===== src/sv/cf4_ram.sv =====
`default_nettype none

module cf4_ram #(
    parameter  int WIDTH = 16,
    parameter  int DEPTH = 256,
    localparam int AW    = (DEPTH > 1) ? $clog2(DEPTH) : 1
) (
    input  wire logic             i_clk,
    input  wire logic             i_we,
    input  wire logic [AW-1:0]    i_waddr,
    input  wire logic [WIDTH-1:0] i_wdata,
    input  wire logic [AW-1:0]    i_raddr,
    output logic      [WIDTH-1:0] o_rdata
);

    logic [WIDTH-1:0] r_mem [DEPTH];
    logic [WIDTH-1:0] r_rdata;

    // one write port, one registered read port
    always_ff @(posedge i_clk) begin
        if (i_we) begin
            r_mem[i_waddr] <= i_wdata;
        end
        r_rdata <= r_mem[i_raddr];
    end

    assign o_rdata = r_rdata;

endmodule : cf4_ram

`default_nettype wire


===== config.mk =====
export PLATFORM = sky130hd
export DESIGN_NAME = cf4_ram
export DESIGN_NICKNAME = d
export VERILOG_FILES = /design/src/sv/cf4_ram.sv
export SDC_FILE = /design/constraint.sdc
export NUM_CORES = 2
export LEC_CHECK = 0
export BUFFER_PORTS_ARGS = -buffer_cell sky130_fd_sc_hd__buf_4
export CAP_MARGIN = 15
export CORE_MARGIN = 1
export CORE_UTILIZATION = 44
export DETAILED_ROUTE_END_ITERATION = 16
export GPL_ROUTABILITY_DRIVEN = 0
export PLACE_DENSITY = 0.58
export SYNTH_ARGS = -nofsm -noshare
export SYNTH_HDL_FRONTEND = slang
export SYNTH_SLANG_ARGS = --single-unit

===== constraint.sdc =====
create_clock -name i_clk -period 2.1 [get_ports i_clk]
set_input_delay 0 -clock i_clk [delete_from_list [all_inputs] [get_ports i_clk]]
set_output_delay 0 -clock i_clk [all_outputs]
set_load 0.03 [all_outputs]

# After elaboration in Yosys (flattened, before gate mapping)
# Memory sizes are Yosys's and may differ from the RTL's. A register that Yosys moved wholly into a read port is not among the register bits.
# Index checks and enable logic that the tools add are counted.
# totals
out_inout_bits	16
elab_cells	3
input_bits	34
ram_bits	4096
mem_bits_ro	0
latchBits	0
mem_count	1
regBits	0
# op_classes
n_addsub	0
n_reduce_logical	0
n_eq_ne	0
multipliers	0
shift	0
n_div	0
n_mux	2
order_cmp	0
bitwise_logic	0
# mem_list
name	depth	width	read_ports	rd_ports_with_merged_regs	write_ports	line_no	source
r_mem	256	16	1	1	1	16	logic [WIDTH-1:0] r_mem [DEPTH];
# op_table
cell	count
2-to-1 mux 1 bit	2

# Depth between registers and ports, before layout
# depth
depth_word	2
ltp_mapped	12

# Worst setup path after synthesis
# Ideal clock, no wire load.
# synth_path
path_type	in2reg
from	in i_waddr[3]
to	mem r_mem[235][0], enable pin
t_arrival_ps	1777
n_path_buf	3
required_time_ps	1712
stages	6
setup_ps	388
path_slack_ps	-65
path_cell_list	clkbuf_1 nor2b_1 clkbuf_1 nand4_1 clkbuf_1 nor2_1
# synth_lines
item	line_no	source
from (decl)	10	input wire logic [AW-1:0] i_waddr,
to (decl)	16	
# No word-level cell before the write port.

==> results list <==
- The worst path in the final design needs a cycle of around 2.4 ns, including I/O delays and setup.
- The post-route netlist has approximately a third of its cells at a drive strength greater than 1.
* Combined global-route utilization of all metal layers: 24.1%
- DRC violation count after routing: 0
* # setup viols final: 16
* Pin count of the biggest net entering global routing: approximately 100
- Dividing total power by cell area gives a power density of ~920 nW/µm².
* Boundary pin count: 50
* Syn-to-layout area delta: 19.5%
* Placeable Area: approximately 360000 µm²
* Worst hold path endpoint: r_mem[68][2]
* Mean cell area of the mapped netlist: 21.6 µm²
* DP Wirelength: 278000 µm
- Maximum frequency from static timing analysis: 414 MHz
- The final critical path takes up 115% of the cycle.
- Initial antenna violation count: 22
* Most frequent standard cell in the layout excluding fill and tap cells: sky130_fd_sc_hd__edfxtp_1
- CTS placed an instance of sky130_fd_sc_hd__clkbuf_16 at the clock tree root.
* Startpoint type of the worst setup path: flop
* Failing checks: setup timing
- Maximum fanout count along the critical path: 1
- Slew of the pin with the lowest slew margin: 0.978 ns
- Max-cap violations in this run came to 0.
- Post-Syn Nets: 7394
- Synth async-reset ratio: 0%
- The run finished, with violations left.
- Data required time at the worst endpoint: around 2.9 ns
* Die Width: 603 µm
* Starting utilization of the core area: between 40 and 50%
- The count of final hold-check violations was 0.
- In this run, synthesis produced a sequential element count of ~4100.
* Setup repair after global routing missed its margin: true
- The startpoint identified for the worst hold timing path is i_wdata[2].
* Clock sink count: between 4000 and 5000
* Number of max-slew violations in the final report: 0
- Number of H-tree levels: 5
- Sum of routed wire length over all layers: between 400000 and 500000 µm
* Filler cell count: 27626
- Library cells used by synthesis: 52
- Multi-input gate area: approximately 34000 µm²
- In the final routed layout, each cell accounts on average for approximately 33 µm.
- Worst endpoint data arrival time: approximately 3.2 ns
- The number of global-route vias before repair came to 80980.
- The first global-routing pass estimated ~620000 µm of wire.
- Leakage power figure: about 61 nW
* Initial DRC count: roughly 10000
* Minimum setup slack after placement: -1.53 ns
- Total standard cell area after synthesis: about 160000 µm²
- In the post-route analysis, the smallest setup slack over all paths is -0.315 ns.
- Pre-antenna DRT Iters: 5
- The worst register-to-register path begins at r_mem[131][10].
- The floorplan step set the die height to 603 µm.
- Post-synth EDFFs: around 4100
- For this block, the via count after detailed routing is about 80000.
* Number of cells on the worst hold path: 2
- For this run, the register share of the synthesized area comes to between 70% and 80%.
- TritonCTS built the clock tree.
- In this run the core area contains 220 standard-cell rows.
- After technology mapping, the gate count stands at around 7400.
- Tightest hold margin: about 0.062 ns
* Number of warnings printed during yosys synthesis: 0
- Clk pin slew, worst setup/hold paths: ~0.06 ns
- Area of the die: between 300000 and 400000 µm²
- Register-to-Register Path Depth: 9
- Clock skew: ~0.048 ns
- Library cell occupying the most area in the post-synthesis netlist: sky130_fd_sc_hd__edfxtp_1
- Yosys attributes the largest share of cell area to sky130_fd_sc_hd__edfxtp_1 77%, sky130_fd_sc_hd__mux4_2 11%, sky130_fd_sc_hd__mux2i_1 3.6%.
- Adding up every negative setup slack in the final design gives -4.01 ns.
* TritonCTS Buffers: slightly above 400
- Layout net count: ~8500
* Area of all sequential standard cells: 123000 µm²
- Top-area cell type share of the netlist area: slightly below 80%
* Minimum setup slack among reg-to-reg paths: -0.32 ns
- Final design utilization: between 50 and 60%
- Most frequent cells in the layout: 4096 x sky130_fd_sc_hd__edfxtp_1, 797 x sky130_fd_sc_hd__mux4_2, 794 x sky130_fd_sc_hd__buf_4
- Number of buffers inserted by port buffering: slightly below 50
* Deepest clock path buffer count: 4
- After detailed routing, the number of vias per cell comes to 5.99.
- The min-delay analysis places its worst path in the category in -> reg.
- Worst ir drop on vdd: just under 800 µV
- Classification of the worst setup path: reg -> reg
- The endpoint identified for the worst register-to-register timing path is o_rdata[10].
- Summed over all layers, the global routing overflow is 0.
- The worst pin sits at a relative slew slack of 34.8%.
- At the later pin of the worst-skew pair, clock insertion delay measures between 0.9 and 1 ns.
* Endpoint kind of the worst setup timing path: flop
- Number of routed nets with antenna violations: 0
* Most used DFF post-synth: sky130_fd_sc_hd__edfxtp_1
-- kinds of logic (layout without fill, tap and decap cells) --
kind of cell | count (synthesis) | after routing | synth area share [%]
other | 0 | 5 | 0
muxes | 1450 | 1450 | 15.5
buffers and inverters | 456 | 1941 | 1.69
and+or+nand+nor | 556 | 556 | 1.57
AOI/OAI and AO/OA | 786 | 786 | 3.54
DFF | 4112 | 4112 | 77.7
-- worst max-delay path, cell delays in order (launching register included) --
cell and delay [ns]:
sky130_fd_sc_hd__edfxtp_1 0.39, sky130_fd_sc_hd__mux4_2 0.50, sky130_fd_sc_hd__mux2_4 0.31, sky130_fd_sc_hd__a221oi_4 0.29, sky130_fd_sc_hd__buf_6 0.16, sky130_fd_sc_hd__o31ai_1 0.07
sky130_fd_sc_hd__buf_4 0.16, sky130_fd_sc_hd__o32ai_2 0.09, sky130_fd_sc_hd__buf_4 0.22, sky130_fd_sc_hd__nor4_2 0.06
-- cell usage after synthesis (6+ instances only) --
library cell / number
sky130_fd_sc_hd__a21oi_1: 175
sky130_fd_sc_hd__buf_4: 26
sky130_fd_sc_hd__buf_2: 76
sky130_fd_sc_hd__mux4_2: 797
sky130_fd_sc_hd__dfxtp_1: 16
sky130_fd_sc_hd__o221ai_1: 252
sky130_fd_sc_hd__a31oi_1: 6
sky130_fd_sc_hd__nor2b_1: 9
sky130_fd_sc_hd__mux2_2: 88
sky130_fd_sc_hd__nor3_1: 92
sky130_fd_sc_hd__and3_1: 11
sky130_fd_sc_hd__nor4_1: 17
sky130_fd_sc_hd__a22o_1: 32
sky130_fd_sc_hd__nor2_1: 304
sky130_fd_sc_hd__o22ai_1: 148
sky130_fd_sc_hd__buf_1: 27
sky130_fd_sc_hd__a2111oi_0: 6
sky130_fd_sc_hd__buf_8: 11
sky130_fd_sc_hd__o21ai_0: 37
sky130_fd_sc_hd__a22oi_1: 43
sky130_fd_sc_hd__nand2_1: 38
sky130_fd_sc_hd__nand4_1: 26
sky130_fd_sc_hd__clkbuf_1: 230
sky130_fd_sc_hd__buf_6: 77
sky130_fd_sc_hd__a211oi_1: 18
sky130_fd_sc_hd__nand3_1: 35
sky130_fd_sc_hd__edfxtp_1: 4096
sky130_fd_sc_hd__mux2i_1: 565
sky130_fd_sc_hd__a221oi_1: 28
sky130_fd_sc_hd__o31ai_1: 16
sky130_fd_sc_hd__o32ai_1: 20
-- how the worst max path moves through the flow --
stage / slack, ns / endpoint / cells after the start / start
after floorplan: -0.07 / r_mem[235][0] / 6 / i_waddr[3]
after global placement: -1.43 / o_rdata[8] / 14 / i_raddr[0]
after detailed placement: -1.53 / o_rdata[8] / 14 / i_raddr[0]
after CTS: -0.32 / o_rdata[6] / 6 / r_mem[58][6]
after global routing: -0.37 / o_rdata[7] / 14 / i_raddr[0]
final: -0.32 / o_rdata[10] / 9 / r_mem[131][10]
-- sequential cells by signal (all words and copies together) (netlist names) --
register,flops
r_mem,4096
o_rdata,16
-- final cells by class --
cell class | count | share of cell area, %
Antenna cell | 5 | 0.00660
Sequential cell | 4112 | 65.0
Multi-Input combinational cell | 2792 | 17.8
Inverter | 4 | 0.0145
Clock buffer | 491 | 5.67
Clock inverter | 266 | 1.41
Timing Repair Buffer | 1180 | 6.91
Tap cell | 4773 | 3.15
-- power breakdown --
| group | internal [mW] | switching (mW) | total (mW) | leakage [nW] |
|---|---|---|---|---|
| logic | 4.03 | 6.24 | 10.3 | 17.9 |
| clock network | 42.0 | 31.3 | 73.3 | 6.55 |
| registers | 90.5 | 0.194 | 90.7 | 36.9 |
| total | 137 | 37.7 | 174 | 61.4 |
-- through the flow --
step | instance area, µm² | power, mW | cells
2_1_floorplan | 159000 | 96.9 | 7360
3_3_place_gp | 175000 | 102 | 12823
3_5_place_dp | 175000 | 102 | 12823
4_1_cts | 189000 | 175 | 13623
5_1_grt | 190000 | 179 | 13620
6_report | 190000 | 174 | 13623
-- metal layers --
layer  part of all wire, %  vias up  track usage [%]
li1                      -    33641                -
met4                   3.2        4             7.36
met2                    48     3519             38.5
met5                0.0061        -                0
met1                    41    43854             34.3
met3                   7.7      600             3.84
-- timing repair --
item,in CTS,in global routing
hold buffers,43,0
endpoints found under the hold margin,5512,0
resized for setup,104,53
buffers inserted,0,0
pin swaps,22,11
setup endpoints to repair,16,32
(Power assumes the default switching activity.)
