[config.mk]
export PLATFORM = sky130hd
export DESIGN_NAME = cf4_seq
export DESIGN_NICKNAME = d
export VERILOG_FILES = /design/src/sv/cf4_pkg.sv /design/src/sv/cf4_seq.sv
export SDC_FILE = /design/constraint.sdc
export NUM_CORES = 1
export LEC_CHECK = 0
export BUFFER_PORTS_ARGS = -buffer_cell sky130_fd_sc_hd__buf_2
export CORE_ASPECT_RATIO = 2
export CORE_MARGIN = 3
export CORE_UTILIZATION = 58
export DETAILED_ROUTE_END_ITERATION = 7
export PLACE_DENSITY = 0.87
export SLEW_MARGIN = 10
export SYNTH_ARGS = -nofsm -noshare
export SYNTH_HDL_FRONTEND = slang
export SYNTH_SLANG_ARGS = --single-unit
[constraint.sdc]
create_clock -name i_clk -period 5.51 [get_ports i_clk]
set_input_delay 0.8265 -clock i_clk [delete_from_list [all_inputs] [get_ports i_clk]]
set_output_delay 0.8265 -clock i_clk [all_outputs]
set_load 0.1 [all_outputs]
[src/sv/cf4_pkg.sv]
`default_nettype none

package cf4_pkg;

    // command codes carried in the input tuser
    localparam logic [1:0] CMD_LOAD_SEG   = 2'd0;
    localparam logic [1:0] CMD_LOAD_GLYPH = 2'd1;
    localparam logic [1:0] CMD_LOOKUP     = 2'd2;

    // field widths fixed by the table format
    localparam int CODE_W     = 16;
    localparam int IDX_W      = 12;
    localparam int CMD_W      = 2;
    localparam int SEG_WORD_W = 4 * CODE_W;
    localparam int S_TDATA_W  = 112;
    localparam int CFG_W      = 9;

    // input tdata field offsets, lowest first
    localparam int OFS_INDEX = 0;
    localparam int OFS_END   = OFS_INDEX + IDX_W;
    localparam int OFS_START = OFS_END + CODE_W;
    localparam int OFS_DELTA = OFS_START + CODE_W;
    localparam int OFS_RO    = OFS_DELTA + CODE_W;
    localparam int OFS_GWORD = OFS_RO + CODE_W;
    localparam int OFS_CODE  = OFS_GWORD + CODE_W;

    // signed width of the glyph array address sum
    localparam int ADDR_SUM_W = 19;

    // lookup sequencer states
    typedef enum logic [5:0] {
        S_IDLE  = 6'b000001,
        S_SCAN  = 6'b000010,
        S_CHECK = 6'b000100,
        S_ADDR  = 6'b001000,
        S_GREAD = 6'b010000,
        S_OUT   = 6'b100000
    } t_state;

endpackage : cf4_pkg

`default_nettype wire

[src/sv/cf4_seq.sv]
`default_nettype none

module cf4_seq
    import cf4_pkg::*;
#(
    parameter  int MAX_SEGMENTS = 256,
    parameter  int GLYPH_WORDS  = 4096,
    localparam int SEG_AW       = (MAX_SEGMENTS > 1) ? $clog2(MAX_SEGMENTS) : 1,
    localparam int GW_AW        = (GLYPH_WORDS > 1) ? $clog2(GLYPH_WORDS) : 1
) (
    input  wire logic                  i_clk,
    input  wire logic                  i_rst_n,
    input  wire logic                  i_start,
    input  wire logic [CODE_W-1:0]     i_code,
    input  wire logic [CFG_W-1:0]      i_seg_count,
    output logic                       o_idle,
    output logic      [SEG_AW-1:0]     o_seg_raddr,
    input  wire logic [SEG_WORD_W-1:0] i_seg_rdata,
    output logic      [GW_AW-1:0]      o_glyph_raddr,
    input  wire logic [CODE_W-1:0]     i_glyph_rdata,
    output logic                       o_m_tvalid,
    input  wire logic                  i_m_tready,
    output logic      [CODE_W-1:0]     o_m_glyph,
    output logic                       o_m_miss
);

    localparam int CNT_W = SEG_AW + 1;
    localparam int EXT_W = 17;

    t_state r_state, n_state;
    logic [SEG_AW-1:0]     r_seg, n_seg;
    logic [CNT_W-1:0]      r_count, n_count;
    logic [CODE_W-1:0]     r_code, n_code;
    logic [CODE_W-1:0]     r_start, n_start;
    logic [CODE_W-1:0]     r_delta, n_delta;
    logic [CODE_W-1:0]     r_ro, n_ro;
    logic [CODE_W:0]       r_acc, n_acc;
    logic [CODE_W-1:0]     r_res_glyph, n_res_glyph;
    logic                  r_res_miss, n_res_miss;
    logic                  r_out_valid, n_out_valid;
    logic [CODE_W-1:0]     r_out_glyph, n_out_glyph;
    logic                  r_out_miss, n_out_miss;

    logic [EXT_W-1:0]      cnt_ext;
    logic [EXT_W-1:0]      cnt_eff;
    logic [CNT_W-1:0]      seg_next;
    logic [CODE_W-1:0]     seg_end;
    logic [ADDR_SUM_W-1:0] addr_sum;
    logic                  addr_ok;

    // segment count clamped to the table depth
    assign cnt_ext = {{(EXT_W - CFG_W){1'b0}}, i_seg_count};
    assign cnt_eff = (cnt_ext > EXT_W'(MAX_SEGMENTS)) ? EXT_W'(MAX_SEGMENTS) : cnt_ext;

    assign seg_next = CNT_W'(r_seg) + CNT_W'(1);
    assign seg_end  = i_seg_rdata[CODE_W-1:0];

    // glyph array address: offset part plus segment index minus count
    assign addr_sum = {{(ADDR_SUM_W - CODE_W - 1){1'b0}}, r_acc}
                    + ADDR_SUM_W'(r_seg) - ADDR_SUM_W'(r_count);
    assign addr_ok  = !addr_sum[ADDR_SUM_W-1]
                    && (addr_sum < ADDR_SUM_W'(GLYPH_WORDS));

    // next state and datapath
    always_comb begin
        n_state     = r_state;
        n_seg       = r_seg;
        n_count     = r_count;
        n_code      = r_code;
        n_start     = r_start;
        n_delta     = r_delta;
        n_ro        = r_ro;
        n_acc       = r_acc;
        n_res_glyph = r_res_glyph;
        n_res_miss  = r_res_miss;
        n_out_valid = r_out_valid && !i_m_tready;
        n_out_glyph = r_out_glyph;
        n_out_miss  = r_out_miss;

        case (r_state)
            S_IDLE: begin
                if (i_start) begin
                    n_code  = i_code;
                    n_count = cnt_eff[CNT_W-1:0];
                    n_seg   = '0;
                    if (cnt_eff == '0) begin
                        n_res_glyph = '0;
                        n_res_miss  = 1'b1;
                        n_state     = S_OUT;
                    end else begin
                        n_state = S_SCAN;
                    end
                end
            end
            // one segment end compared per cycle
            S_SCAN: begin
                if (seg_end >= r_code) begin
                    n_start = i_seg_rdata[2*CODE_W-1:CODE_W];
                    n_delta = i_seg_rdata[3*CODE_W-1:2*CODE_W];
                    n_ro    = i_seg_rdata[4*CODE_W-1:3*CODE_W];
                    n_state = S_CHECK;
                end else if (seg_next >= r_count) begin
                    n_res_glyph = '0;
                    n_res_miss  = 1'b1;
                    n_state     = S_OUT;
                end else begin
                    n_seg = seg_next[SEG_AW-1:0];
                end
            end
            S_CHECK: begin
                if (r_code < r_start) begin
                    n_res_glyph = '0;
                    n_res_miss  = 1'b1;
                    n_state     = S_OUT;
                end else if (r_ro == '0) begin
                    n_res_glyph = r_delta + r_code;
                    n_res_miss  = 1'b0;
                    n_state     = S_OUT;
                end else begin
                    n_acc   = {1'b0, r_code - r_start} + {2'b00, r_ro[CODE_W-1:1]};
                    n_state = S_ADDR;
                end
            end
            S_ADDR: begin
                if (addr_ok) begin
                    n_state = S_GREAD;
                end else begin
                    n_res_glyph = '0;
                    n_res_miss  = 1'b1;
                    n_state     = S_OUT;
                end
            end
            // zero word stays zero, otherwise delta is added
            S_GREAD: begin
                n_res_glyph = (i_glyph_rdata != '0) ? (i_glyph_rdata + r_delta) : '0;
                n_res_miss  = 1'b0;
                n_state     = S_OUT;
            end
            // wait for the output register to free up
            S_OUT: begin
                if (!r_out_valid || i_m_tready) begin
                    n_out_valid = 1'b1;
                    n_out_glyph = r_res_glyph;
                    n_out_miss  = r_res_miss;
                    n_state     = S_IDLE;
                end
            end
            default: begin
                n_state = S_IDLE;
            end
        endcase
    end

    // control registers
    always_ff @(posedge i_clk) begin
        if (!i_rst_n) begin
            r_state     <= S_IDLE;
            r_out_valid <= 1'b0;
        end else begin
            r_state     <= n_state;
            r_out_valid <= n_out_valid;
        end
    end

    // payload registers
    always_ff @(posedge i_clk) begin
        r_seg       <= n_seg;
        r_count     <= n_count;
        r_code      <= n_code;
        r_start     <= n_start;
        r_delta     <= n_delta;
        r_ro        <= n_ro;
        r_acc       <= n_acc;
        r_res_glyph <= n_res_glyph;
        r_res_miss  <= n_res_miss;
        r_out_glyph <= n_out_glyph;
        r_out_miss  <= n_out_miss;
    end

    // segment read follows the next index so data lines up with r_seg
    assign o_seg_raddr   = n_seg;
    assign o_glyph_raddr = addr_sum[GW_AW-1:0];
    assign o_idle        = (r_state == S_IDLE);
    assign o_m_tvalid    = r_out_valid;
    assign o_m_glyph     = r_out_glyph;
    assign o_m_miss      = r_out_miss;

endmodule : cf4_seq

`default_nettype wire

Word level (Yosys, flattened, before mapping)
Index checks and enable logic that the tools add are counted.
- output and inout bits: 39
- register bits after elaboration: 139
- input bits: 109
- word-level logic and storage cells: 90
- add/subtract/negate cells: 7
- muxes and demuxes: 33
- bitwise logic cells: 2
- equal/unequal tests: 14
- reduce and logical (&&, ||, !) cells: 16
- magnitude comparators: 5
- operator list (cell ; number):
    $mux 16 ; 8
    $pmux 16 s5 ; 1
    $mux 6 ; 8
    $pmux 6 s6 ; 1
    $add 16x16->16 ; 2
    $mux 8 ; 3
    $lt 19x13->1 const B ; 1
    $sub 18x9->19 ; 1
    $add 17x8->18 ; 1
    $add 16x15->17 ; 1
    $logic_not 17->1 ; 1
    $ge 16x16->1 ; 1
    $logic_not 16->1 ; 1
    $lt 16x16->1 ; 1
    $pmux 8 s2 ; 1
    $reduce_bool 16->1 ; 1
    $sub 16x16->16 ; 1
    $ne 2x2->1 const B ; 5
    $add 8x1->9 const B ; 1
    $ge 9x9->1 ; 1
    $gt 9x9->1 const B ; 1
    $mux 1 ; 9
    $mux 9 ; 1
    $reduce_and 7->1 ; 1
    other kinds (16) ; 24

Logic depth before layout (Yosys ltp)
Gate-level depths: netlist of run 1.
- word-level depth: 6
- mapped depth: 18
- depth with buffers taken out: 18

Worst setup path after synthesis of run 1
Ideal clock, no wire load.
- kind: register to output
- start: register r_seg[4]
- end: output port o_glyph_raddr[11]
- data required time: 4.683 ns
- cell stages (with the launch flop): 11
- path slack: 1.030 ns
- path buffers: 0
- arrival time: 3.654 ns
- cell sequence: dfxtp_1 > inv_1 > fa_1 > inv_1 > ha_1 > nand2_1 > o31ai_1 > nand4_1 > nand2_1 > nor2_1 > xnor2_1
- cells in the longest elaborated chain, start to end: 2
- ends and longest elaborated chain (item ; RTL line ; RTL):
    from (decl) ; cf4_seq.sv:31 ; logic [SEG_AW-1:0] r_seg, n_seg;
    from (signal assigned) ; cf4_seq.sv:167 ; r_seg <= n_seg;
    $add 17x8->18 ; cf4_seq.sv:60 ; + ADDR_SUM_W'(r_seg) - ADDR_SUM_W'(r_count);
    $sub 18x9->19 ; cf4_seq.sv:60 ;
    to (decl) ; cf4_seq.sv:19 ; output logic [GW_AW-1:0] o_glyph_raddr,
Every way passes these cells.

Worst setup path after layout of run 1
- start: register r_seg[4]
- end: output port o_glyph_raddr[10]
The elaborated chain is that of the path after synthesis.

==> flow_metrics.py, run 1 <==
metrics = {
    "outcome": {
        "status": "finished clean",
    },
    "clock_network": {
        "post-cts-setup-buffer-count": 0,
        "cts_made_buffers": 17,
        "htreeDepth": 4,
        "cts_num_sinks": 139,
        "holdBufCountCts": 0,
        "insertion_delay_ps": 430,
        "path_clk_slew_ps": 70,
        "tritoncts": "yes",
        "cts_resized": 0,
        "cts_root_buf": "clkbuf_16",
        "cts_buffer_depth": 2,
    },
    "die": {
        "die_area_um2": 17700,
        "ios": 148,
        "die_w_um": 95.7,
        "initial_utilization_pct": 59.1,
        "core_area_um2": 15800,
        "fp.dieH_um": 185,
        "row_count": 65,
    },
    "setup_path": {
        "cp_num_buf_inv": 3,
        "path_delay_family": "compound AO/OA/AOI/OAI gates",
        "critPathKind": "register to primary output",
        "crit_chain": "inv_1, fa_1, inv_1, ha_1, a2111oi_2, o21ai_0, a31oi_1, o21bai_1, a21oi_1, xnor2_1, buf_2",
        "crit_path_end_kind": "primary output",
        "rrSetupSlack_ps": 1410,
        "cp.required_ps": 4680,
        "slowest_delay_ps": 530,
        "cpMostUsedCell": "inv_1",
        "reg2reg_from": "r_code[0]",
        "arrival_ps": 3850,
        "start_kind": "register",
        "crit_fanout": 4,
        "cp-startpoint": "r_seg[4]",
        "crit_path_top_delay_cell": "fa_1",
    },
    "synthesis": {
        "yosysMostFrequentCell": "edfxtp_1",
        "yosysSeqAreaShare_pct": 43.2,
        "synth_top_area_cell": "edfxtp_1",
        "synthTopCellsByArea": "edfxtp_1 (40%), ha_1 (14%), inv_1 (4.2%)",
        "synth-seq-cells": 139,
        "synth_commonest_cells": "edfxtp_1 (124), ha_1 (107), inv_1 (104), a21oi_1 (58), xnor2_1 (44)",
        "yosys_warnings": 0,
        "post_synth.cell_area_avg_um2": 10.6,
        "synth.distinct_cells": 69,
        "synth_cells": 878,
        "synth_edf_count": 124,
        "synth_top_cell_area_share_pct": 39.9,
        "syn-num-nets": 1106,
        "async_flop_share_pct": 0,
        "synth_top_flop_cell": "edfxtp_1",
        "synth_area_um2": 9320,
    },
    "power": {
        "cellPowerDensity_nw_per_um2": 465,
        "netSwitchingPower_uw": 2150,
        "peakVddDrop_mv": 0.287,
        "p_leak_uw": 0.00476,
        "internal_power_uw": 2950,
        "seqPwrFrac_pct": 29.9,
        "clkPwrFrac_pct": 25.1,
        "combPwrFrac_pct": 45.0,
        "netSwitchingFraction_pct": 42.2,
    },
    "detailed_routing": {
        "postRouteAntennaNets": 0,
        "viasPerCell": 6.04,
        "wl_per_cell_um": 19.2,
        "drtIter0Drc": 435,
        "num_vias": 7582,
        "drc": 0,
        "wl_mm": 24.1,
        "drt_pass1_iterations": 5,
    },
    "sta": {
        "max_slew_margin_pct": 42.7,
        "timing.clock.skew_ps": 10.6,
        "period_share_pct": 84.8,
        "tns_ps": 0,
        "setup_violations": 0,
        "rsz0062_at_grt": "no",
        "worst_pin_slew_ps": 858,
        "min_period_ps": 4670,
        "max_clock_freq_mhz": 214,
        "finalHoldViolCount": 0,
        "slew_violations": 0,
    },
    "job": {
        "maxCapViolCount": 0,
    },
    "layout": {
        "fillers": 1189,
        "nets": 1270,
        "drive_above_1_share_pct": 19.9,
        "area_growth_pct": 17.7,
        "fin_util_pct": 69.6,
        "antenna_cells": 0,
    },
    "worst_hold_path": {
        "hp-start": "r_res_glyph[14]",
        "hold_class": "register to register",
    },
    "global_routing": {
        "grt_pass1_vias": 7933,
        "grt_pass1_wl_mm": 37.8,
        "grt-ovfl-total": 0,
        "antenna_found_initial": 1,
        "grt_max_degree": 28,
        "globalRouteTotalUtil_pct": 28.4,
    },
    "place": {
        "io_buffers": 147,
        "dp_hpwl_mm": 18.8,
        "routabilityCongestion": 0.883,
    },
}
## worst reg2reg max path, cell delays in order, from the launching register on
cell	delay, ps
edfxtp_1	500
inv_1	100
ha_1	170
inv_1	60
fa_1	430
a211oi_1	240
o21ai_0	210
a21oi_1	190
nor2_1	50
nor2_1	120
xnor2_1	180
ha_1	350
a21oi_1	170
nor2_1	50
nor2_1	170
o21ai_0	160
a211oi_1	380
o21ai_0	150
and2_1	170
## metal layers
metal	global-route usage, %	wire length (µm)	part of all wire (%)	vias to the layer above
met2	52.7	13200	55	322
met4	21.0	1840	7.6	2
met3	4.63	1290	5.3	128
met5	0	11	0.046	-
li1	-	-	-	3597
met1	26.7	7750	32	3533
## cell type report
type                    instances  area (µm²)  share of cell area, %
clock buffers                  18         439                   4.00
clock inverters                14         216                   1.97
inverters                     104         390                   3.56
multi-input cells             628        4880                   44.5
flip-flops and latches        139        4020                   36.7
well taps                     201         251                   2.29
repair buffers                152         773                   7.05
## per-stage QoR
step,setup slack [ps],hold WS (ps),total power [µW],cell area [µm²],instances
floorplan,1030,400,3300,9320,878
global placement,1200,400,3720,10300,1224
detailed placement,1170,406,3790,10300,1224
CTS,877,421,5090,11000,1256
global route,658,421,5370,11000,1256
finish,836,422,5100,11000,1256
## registers in the layout (all words and copies together) (netlist names)
signal and count:
r_ro 16, r_state 6, r_delta 16, r_res_miss 1
r_code 16, r_acc 17, r_start 16, o_m_tvalid 1
r_res_glyph 16, o_m_miss 1, r_count 9, o_m_glyph 16
r_seg 8
## cell families after synthesis
kind of cell	Yosys count	synth area share [%]
buffers and inverters	111	4.64
DFF	139	43.2
adders and majority gates	119	16.9
xor gates and xnor gates	68	6.39
AOI/OAI and AO/OA	219	16.0
muxes	2	0.228
and+or+nand+nor	220	12.6
## placed cells by master, fill, tap and decap left out, drive strengths merged, types with 6 or more instances in the layout
cell type / instances
o21ai: 34
a2111oi: 8
o211ai: 6
or3: 13
and2: 8
a211oi: 9
clkbuf: 18
nor3: 29
o22ai: 10
o21bai: 12
xor2: 24
a21o: 23
a31oi: 7
nor2: 43
inv: 106
fa: 12
o31ai: 7
nand4: 9
buf: 152
xnor2: 44
and3: 8
nor2b: 19
nor4: 13
a22o: 10
ha: 107
edfxtp: 124
a21oi: 58
nand2: 32
nand3: 19
dfxtp: 15
o21a: 7
## power groups by stage
stage / Sequential [µW] / Combinational [µW] / Clock, µW
after floorplan: 1560 / 1740 / 0
after CTS: 1520 / 2280 / 1280
after global routing: 1530 / 2500 / 1330
final: 1530 / 2290 / 1280
after detailed placement: 1540 / 2250 / 0
after global placement: 1540 / 2180 / 0
## final timing paths
check / to / cells after the start
setup / recovery: o_glyph_raddr[10] / 11
hold / removal: o_m_glyph[14] / 0
setup reg to reg: r_acc[16] / 18
hold reg to reg: o_m_glyph[14] / 0
Power figures use the tool's default switching activity.
==> run 2, diff against run 1 <==
ABC_AREA = 1   (was default)
clock period = 4.8 ns   (was 5.51 ns; I/O delays follow)
==> flow_metrics.py, run 2 <==
metrics = {
    "setup_path": {
        "crit_path_end_kind": "primary output",
        "arrival_ps": 3690,
        "crit_fanout": 6,
        "slowest_delay_ps": 470,
        "crit_path_top_delay_cell": "buf_2",
        "crit_chain": "ha_1, nand2_1, inv_1, nand2_1, nor2_1, nand3_1, nand2_1, inv_1, ha_1, a21oi_1, o21a_1, and2_1, nand3_1, nor2_1, inv_1, o22ai_1, buf_2",
        "cp.required_ps": 4080,
        "start_kind": "register",
        "rrSetupSlack_ps": 1300,
        "critPathKind": "register to primary output",
    },
    "detailed_routing": {
        "drc": 0,
        "viasPerCell": 5.58,
        "postRouteAntennaNets": 0,
        "drt_pass1_iterations": 6,
        "route.met3.wl_mm": 1.32,
        "wl_per_cell_um": 16.8,
        "drtIter0Drc": 503,
        "routed.top_layer": "met4",
        "num_vias": 8172,
        "wl_met2_mm": 13.2,
        "wl_met1_mm": 8.28,
        "wl_mm": 24.6,
    },
    "layout": {
        "seq_area_um2": 4020,
        "largest-register": "r_acc",
        "fin_area_um2": 11100,
        "final_cell_mix": "nand2_1 (228), inv_1 (195), buf_2 (147), edfxtp_1 (124), ha_1 (107)",
        "stdcell_count": 1465,
        "nets": 1476,
        "largest_reg_flops": 17,
        "fillers": 1218,
        "multiInputGateArea_um2": 4690,
        "area_growth_pct": 16.7,
        "final_common_cell": "nand2_1",
        "drive_above_1_share_pct": 15.7,
    },
    "synthesis": {
        "synthTopCellsByArea": "edfxtp_1 (39%), ha_1 (14%), nand2_1 (9.0%)",
        "synth.distinct_cells": 44,
        "synth_area_um2": 9480,
        "synth_top_flop_cell": "edfxtp_1",
        "syn-num-nets": 1310,
        "synth_cells": 1082,
        "synth-seq-cells": 139,
        "yosysSeqAreaShare_pct": 42.4,
        "async_flop_share_pct": 0,
        "yosysMostFrequentCell": "nand2_1",
        "synth_top_area_cell": "edfxtp_1",
        "synth_top_cell_area_share_pct": 39.3,
        "synth_edf_count": 124,
        "yosys_warnings": 0,
        "post_synth.cell_area_avg_um2": 8.76,
        "synth_commonest_cells": "nand2_1 (228), inv_1 (196), edfxtp_1 (124), ha_1 (107), a21oi_1 (84)",
    },
    "place": {
        "dpl-instance-area_um2": 10500,
        "routabilityCongestion": 0.966,
        "pre_cts_slack_ps": 874,
        "io_buffers": 147,
        "dp_hpwl_mm": 19.7,
        "place_inst": 1430,
    },
    "die": {
        "core_area_um2": 15900,
        "die_w_um": 96.4,
        "row_count": 65,
        "fp.dieH_um": 187,
        "die_area_um2": 18000,
        "ios": 148,
        "initial_utilization_pct": 59.5,
    },
    "clock_network": {
        "tritoncts": "yes",
        "cts_root_buf": "clkbuf_16",
        "cts_buffer_depth": 2,
        "cts_num_sinks": 139,
        "cts_resized": 0,
        "post-cts-setup-buffer-count": 0,
        "cts_made_buffers": 17,
        "holdBufCountCts": 0,
        "htreeDepth": 4,
        "path_clk_slew_ps": 60,
        "insertion_delay_ps": 430,
    },
    "sta": {
        "worst_pin_slew_ps": 1020,
        "tns_ps": 0,
        "timing.clock.skew_ps": 7.20,
        "period_share_pct": 91.8,
        "min_period_ps": 4410,
        "setup_violations": 0,
        "slew_violations": 0,
        "setup_slack_ps": 393,
        "max_slew_margin_pct": 32.1,
        "max_clock_freq_mhz": 227,
        "rsz0062_at_grt": "no",
        "finalHoldViolCount": 0,
    },
    "power": {
        "p_leak_uw": 0.00546,
        "peakVddDrop_mv": 0.375,
        "cellPowerDensity_nw_per_um2": 504,
    },
    "worst_hold_path": {
        "hold_class": "register to register",
    },
    "global_routing": {
        "grt_max_degree": 49,
        "globalRouteTotalUtil_pct": 28.3,
        "grt-ovfl-total": 0,
        "grt_pass1_wl_mm": 38.5,
        "grt_pass1_vias": 8279,
        "antenna_found_initial": 3,
    },
    "job": {
        "maxCapViolCount": 0,
    },
    "outcome": {
        "status": "finished clean",
    },
}
## run 2: kinds of logic after synthesis
group | after synthesis | synth area share [%]
flops | 139 | 42.4
buf+inv | 203 | 8.13
compound gates | 164 | 9.59
fa+ha+maj | 119 | 16.7
xor+xnor | 53 | 4.90
simple gates | 404 | 18.3
## run 2: layout make-up
type / count / share of cell area, %
antenna: 3 / 0.0678
clock buffer: 23 / 4.81
clock inverter: 9 / 0.486
inverter: 200 / 6.78
multi-input combinational: 740 / 42.4
sequential: 139 / 36.4
tap: 201 / 2.27
timing repair buffer: 150 / 6.85
## run 2: worst paths after layout
| check | startpoint | end | cells past startpoint |
|---|---|---|---|
| max | r_seg[0] | o_seg_raddr[6] | 17 |
| min | r_res_miss | o_m_miss | 0 |
| min reg2reg | r_res_miss | o_m_miss | 0 |
| max reg2reg | r_seg[1] | r_res_glyph[4] | 17 |
## run 2: critical path: cells and delay by family (launching register included)
family	cells	cell delay [ps]
adder cells (fa/ha/maj)	2	500
AO/OA/AOI/OAI	3	500
buffers and inverters	4	790
flip-flops	1	430
AND/OR/NAND/NOR	8	1030
## run 2: routing by layer
layer	track usage (%)	vias to the layer above
met2	51.5	342
li1	-	3986
met4	19.0	0
met1	27.2	3736
met5	0	-
met3	5.41	108
## run 2: power by group
part	switching (µW)	leakage (µW)	internal, µW
Sequential	115	0.00126	1610
Combinational	1850	0.00391	725
Clock	497	0.000295	777
Total	2460	0.00546	3110
## run 2: metrics by stage
stage	util (%)	total power [µW]	hold WS (ps)
finish	69.4	5570	418
global route	69.4	5880	431
CTS	69.4	5570	417
detailed placement	65.7	4270	406
global placement	65.7	4200	402
floorplan	-	3700	400
